### src/rtl/core/iqtr_pkg.sv
`timescale 1ns / 1ps
// ----------------------------------------------------------------------------
// iqtr_pkg
// Shared constants and controller/datapath signal groups for the rotator.
// ----------------------------------------------------------------------------
package iqtr_pkg;

  localparam int MAX_DIM     = 256;
  localparam int DIM_BITS    = $clog2(MAX_DIM);          // coordinate width
  localparam int SIZE_BITS   = 9;                        // size register width
  localparam int PIXEL_BITS  = 24;
  localparam int ADDR_BITS   = 2 * DIM_BITS;             // frame store address
  localparam int TOTAL_BITS  = ADDR_BITS + 1;            // pixel count W*H
  localparam int CFG_IDX_BITS = 2;
  localparam int CFG_DATA_BITS = SIZE_BITS;

  // register indexes
  localparam logic [CFG_IDX_BITS-1:0] REG_WIDTH  = 2'd0;
  localparam logic [CFG_IDX_BITS-1:0] REG_HEIGHT = 2'd1;
  localparam logic [CFG_IDX_BITS-1:0] REG_TURNS  = 2'd2;

  // request opcodes
  localparam logic OP_LOAD = 1'b0;
  localparam logic OP_READ = 1'b1;

  // quarter-turn codes
  localparam logic [1:0] TURN_0 = 2'd0;
  localparam logic [1:0] TURN_1 = 2'd1;
  localparam logic [1:0] TURN_2 = 2'd2;
  localparam logic [1:0] TURN_3 = 2'd3;

  typedef struct packed {
    logic load;      // write request pixel into frame store
    logic fetch;     // read next rotated pixel from frame store
    logic out_load;  // move fetched pixel into output register
  } iqtr_cmd_t;

  typedef struct packed {
    logic frame_full;
  } iqtr_status_t;

endpackage

### src/rtl/core/iqtr_ctrl.sv
`timescale 1ns / 1ps
// ----------------------------------------------------------------------------
// iqtr_ctrl
// Request sequencing: loads are written when accepted, reads fetch then present.
// ----------------------------------------------------------------------------
module iqtr_ctrl
  import iqtr_pkg::*;
(
  input  logic         clk,
  input  logic         rst,
  input  logic         req_valid,
  input  logic         req_op,
  output logic         req_ready,
  output logic         rsp_valid,
  input  logic         rsp_ready,
  input  iqtr_status_t status,
  output iqtr_cmd_t    cmd
);

  typedef enum logic [1:0] {
    ST_IDLE  = 2'b01,
    ST_FETCH = 2'b10
  } state_t;

  state_t state, state_next;
  logic   accept;
  logic   out_free;
  logic   rsp_valid_next;

  assign req_ready = (state == ST_IDLE);
  assign accept    = req_valid && req_ready;
  assign out_free  = !rsp_valid || rsp_ready;

  always_comb begin
    cmd.load     = accept && (req_op == OP_LOAD) && !status.frame_full;
    cmd.fetch    = accept && (req_op == OP_READ) && status.frame_full;
    cmd.out_load = (state == ST_FETCH) && out_free;
  end

  always_comb begin
    state_next = state;
    unique case (state)
      ST_IDLE: begin
        if (cmd.fetch) state_next = ST_FETCH;
      end
      ST_FETCH: begin
        if (out_free) state_next = ST_IDLE;
      end
      default: state_next = ST_IDLE;
    endcase
  end

  always_comb begin
    rsp_valid_next = rsp_valid;
    if (cmd.out_load) rsp_valid_next = 1'b1;
    else if (rsp_ready) rsp_valid_next = 1'b0;
  end

  always_ff @(posedge clk) begin
    if (rst) begin
      state     <= ST_IDLE;
      rsp_valid <= 1'b0;
    end else begin
      state     <= state_next;
      rsp_valid <= rsp_valid_next;
    end
  end

endmodule

### config.mk
export PLATFORM = sky130hd
export DESIGN_NAME = iqtr_ctrl
export DESIGN_NICKNAME = d
export VERILOG_FILES = /design/src/rtl/core/iqtr_pkg.sv /design/src/rtl/core/iqtr_ctrl.sv
export SDC_FILE = /design/constraint.sdc
export NUM_CORES = 1
export LEC_CHECK = 0
export BUFFER_PORTS_ARGS = -buffer_cell sky130_fd_sc_hd__buf_2
export CORE_AREA = 2 2 39 41
export CTS_CLUSTER_DIAMETER = 30
export DETAILED_ROUTE_END_ITERATION = 16
export DIE_AREA = 0 0 41 43
export PLACE_DENSITY = 0.35
export SYNTH_ARGS = -nofsm -noshare
export SYNTH_HDL_FRONTEND = slang
export SYNTH_SLANG_ARGS = --single-unit
### constraint.sdc
create_clock -name clk -period 1.2 [get_ports clk]
set_input_delay 0.12 -clock clk [delete_from_list [all_inputs] [get_ports clk]]
set_output_delay 0.12 -clock clk [all_outputs]
set_load 0.01 [all_outputs]
==> summary.txt <==
Status
  – Run status: complete, no violations

Global routing
  – First-pass GRT wire length: 614 µm
  – Initial antenna violation count: 0
  – Overflow left after global routing: 0
  – Largest net degree at the start of global routing: 5
  – Vias in the first global route: 183
  – Gr usage total: about 6%

Power and ir drop
  – Leakage: 0.000119 µW
  – Peak VDD IR: between 0.3 and 0.4 mV
  – Pwr/cell area: 1210 nW/µm²
  – Int Power: 245 µW
  – Clock Power Share: 56.1%
  – Sw Share: 22.0%
  – Psw: 69.1 µW
  – Comb pwr share: 10.6%
  – Seq pwr share: between 30% and 40%

Floorplan
  – Die width: 41 µm
  – Die height: 43 µm
  – Core area: 1380 µm²
  – Initial Utilization: 11.8%
  – DIE AREA: 1760 µm²
  – # IOs: 11
  – FP Rows: 14

Finish
  – Area Overhead vs Synth: 58.0%
  – Reg area: 61.3 µm²
  – Most frequent cells in the layout: buf_2 (10), clkbuf_4 (3), nor2b_1 (2), dfxtp_1 (2)
  – Util after Layout: 18.7%
  – Area taken by multi-input logic gates: around 100 µm²
  – N_diodes: 0
  – Commonest non-fill, non-tap cell in the layout: buf_2
  – Final net count: 36
  – Share of cells above drive strength 1: 58.6%
  – Fill cells: between 150 and 200

Synthesis
  – #FFs+latches synth: 3
  – Yosys top cell area share: 36.6%
  – Area contributors post-synth: dfxtp_1 (37%), nand3b_4 (12%), nand2b_4 (8.4%)
  – Sequential area share after synthesis: 36.6%
  – Synth cell types: 13
  – Synth area leader: dfxtp_1
  – Synth warnings: 0
  – Mapped cell area: approximately 160 µm²
  – Syn_nets: 22
  – Post-Syn Instances: 16
  – Avg Inst Size Synth: around 10 µm²

Critical path
  – Flop2flop setup slack: 0.32 ns
  – CP Data Arrival Time: approximately 0.98 ns
  – Worst EP required: 1.08 ns
  – Crit start category: register
  – Crit path capture type: output port
  – CP Class: reg -> out
  – CP Max Fanout: 4

Timing
  – Fin crit share: between 90% and 100%
  – Post-route worst setup slack: 0.0957 ns
  – Fin. Hold Viols: 0
  – Tmin final: 1.10 ns
  – Worst Tran Pin Value: ~0.22 ns
  – Min Hold Slack: 0.0850 ns
  – Slew margin rel.: 85.3%
  – Max-slew violations: 0
  – Post-route setup TNS: 0 ns
  – FMAX: 0.906 GHz
  – Setup skew after layout: 0.00134 ns
  – RSZ-0062 raised after global routing: false
  – Final setup viols: 0

Route
  – Via density: 3.84
  – Final wirelength: 363 µm
  – Via count: 173
  – Starting DRT DRC Count: 0
  – DR DRC count: 0
  – Pre-Repair DR Iteration Count: 1
  – Routed Antenna Nets: 0
  – Routed len/inst: 8.07 µm

Placement
  – GPL Wtd Cong: 0.646
  – Port-buffer cells: 10
  – Dpl ws: 0.282 ns

Clock network
  – Worst skew pair latency: 0.23 ns
  – Num CTS Buffers: 3
  – Clk buf depth: 2
  – Clock root buffer: clkbuf_4
  – Sink Count: 3
  – Worst-path clk slew: about 0.04 ns
  – CTS tree: built
  – Post-CTS Setup Bufs: 0
  – Htree depth: 1

Min path
  – Tightest Hold Check Type: in -> reg

Flow run
  – Number of max-cap violations: 0
==> flip-flops by register name, summed over array words and instances, names as in the netlist <==
signal / flops
rsp_valid: 1
state: 2
==> path summary, 6_finish.rpt <==
kind | start | end | depth (start not counted)
worst max-delay path | state[1]$_SDFFE_PP0P_ | cmd[2] | 3
worst min-delay path | rst | rsp_valid$_SDFFE_PP0P_ | 2
worst max register to register | state[0]$_SDFFE_PP1P_ | state[0]$_SDFFE_PP1P_ | 2
worst min register to register | state[1]$_SDFFE_PP0P_ | rsp_valid$_SDFFE_PP0P_ | 2
==> metrics by stage <==
stage          cells  cell area, µm²  power [µW]
2_1_floorplan     16             164         121
3_3_place_gp      41             226         137
3_5_place_dp      41             226         138
4_1_cts           45             253         325
5_1_grt           45             259         333
6_report          45             259         314
==> cells by family after synthesis <==
| family | Yosys count | synth area share (%) |
|---|---|---|
| DFF | 3 | 36.6 |
| AOI/OAI and AO/OA | 3 | 14.5 |
| and+or+nand+nor | 9 | 44.3 |
| buffers and inverters | 1 | 4.58 |
==> critical path, cell delays in order, from the launching register on <==
cell and delay [ns]:
dfxtp_2 0.33, nand3b_4 0.18, nor3_2 0.10, buf_2 0.15
==> power groups by stage <==
stage          Clock [µW]  Sequential [µW]  Combinational [µW]
2_1_floorplan           0              106                15.3
3_3_place_gp            0              106                31.4
3_5_place_dp            0              106                32.1
4_1_cts               188              104                32.3
5_1_grt               190              105                38.0
6_report              176              105                33.2
==> layer usage <==
layer | vias up | part of all wire, % | global-route usage, %
li1 | 83 | - | -
met1 | 85 | 31 | 3.86
met3 | 2 | 6.9 | 6.28
met5 | - | 0 | 0
met2 | 3 | 60 | 8.44
met4 | 0 | 1.9 | 6.00
==> final cells by class <==
class,instances,share of cell area (%)
flip-flops and latches,3,23.7
multi-input cells,12,39.1
clock buffers,4,10.1
repair buffers,10,19.3
well taps,16,7.73
==> what timing repair did <==
action / in CTS / in global routing
resized for setup: 0 / 2
endpoints found under the setup margin: 0 / 1
hold buffers: 0 / 0
endpoints found under the hold margin: 0 / 0
==> Yosys cell counts <==
library cell,n
nor3_1,1
nand3b_4,1
o32a_1,1
o32ai_1,1
nand2b_1,1
nand2b_4,1
dfxtp_1,3
nand3b_1,1
nor2b_1,2
a21oi_1,1
nand2_1,1
nor2_1,1
buf_4,1
Power figures use the tool's default switching activity.
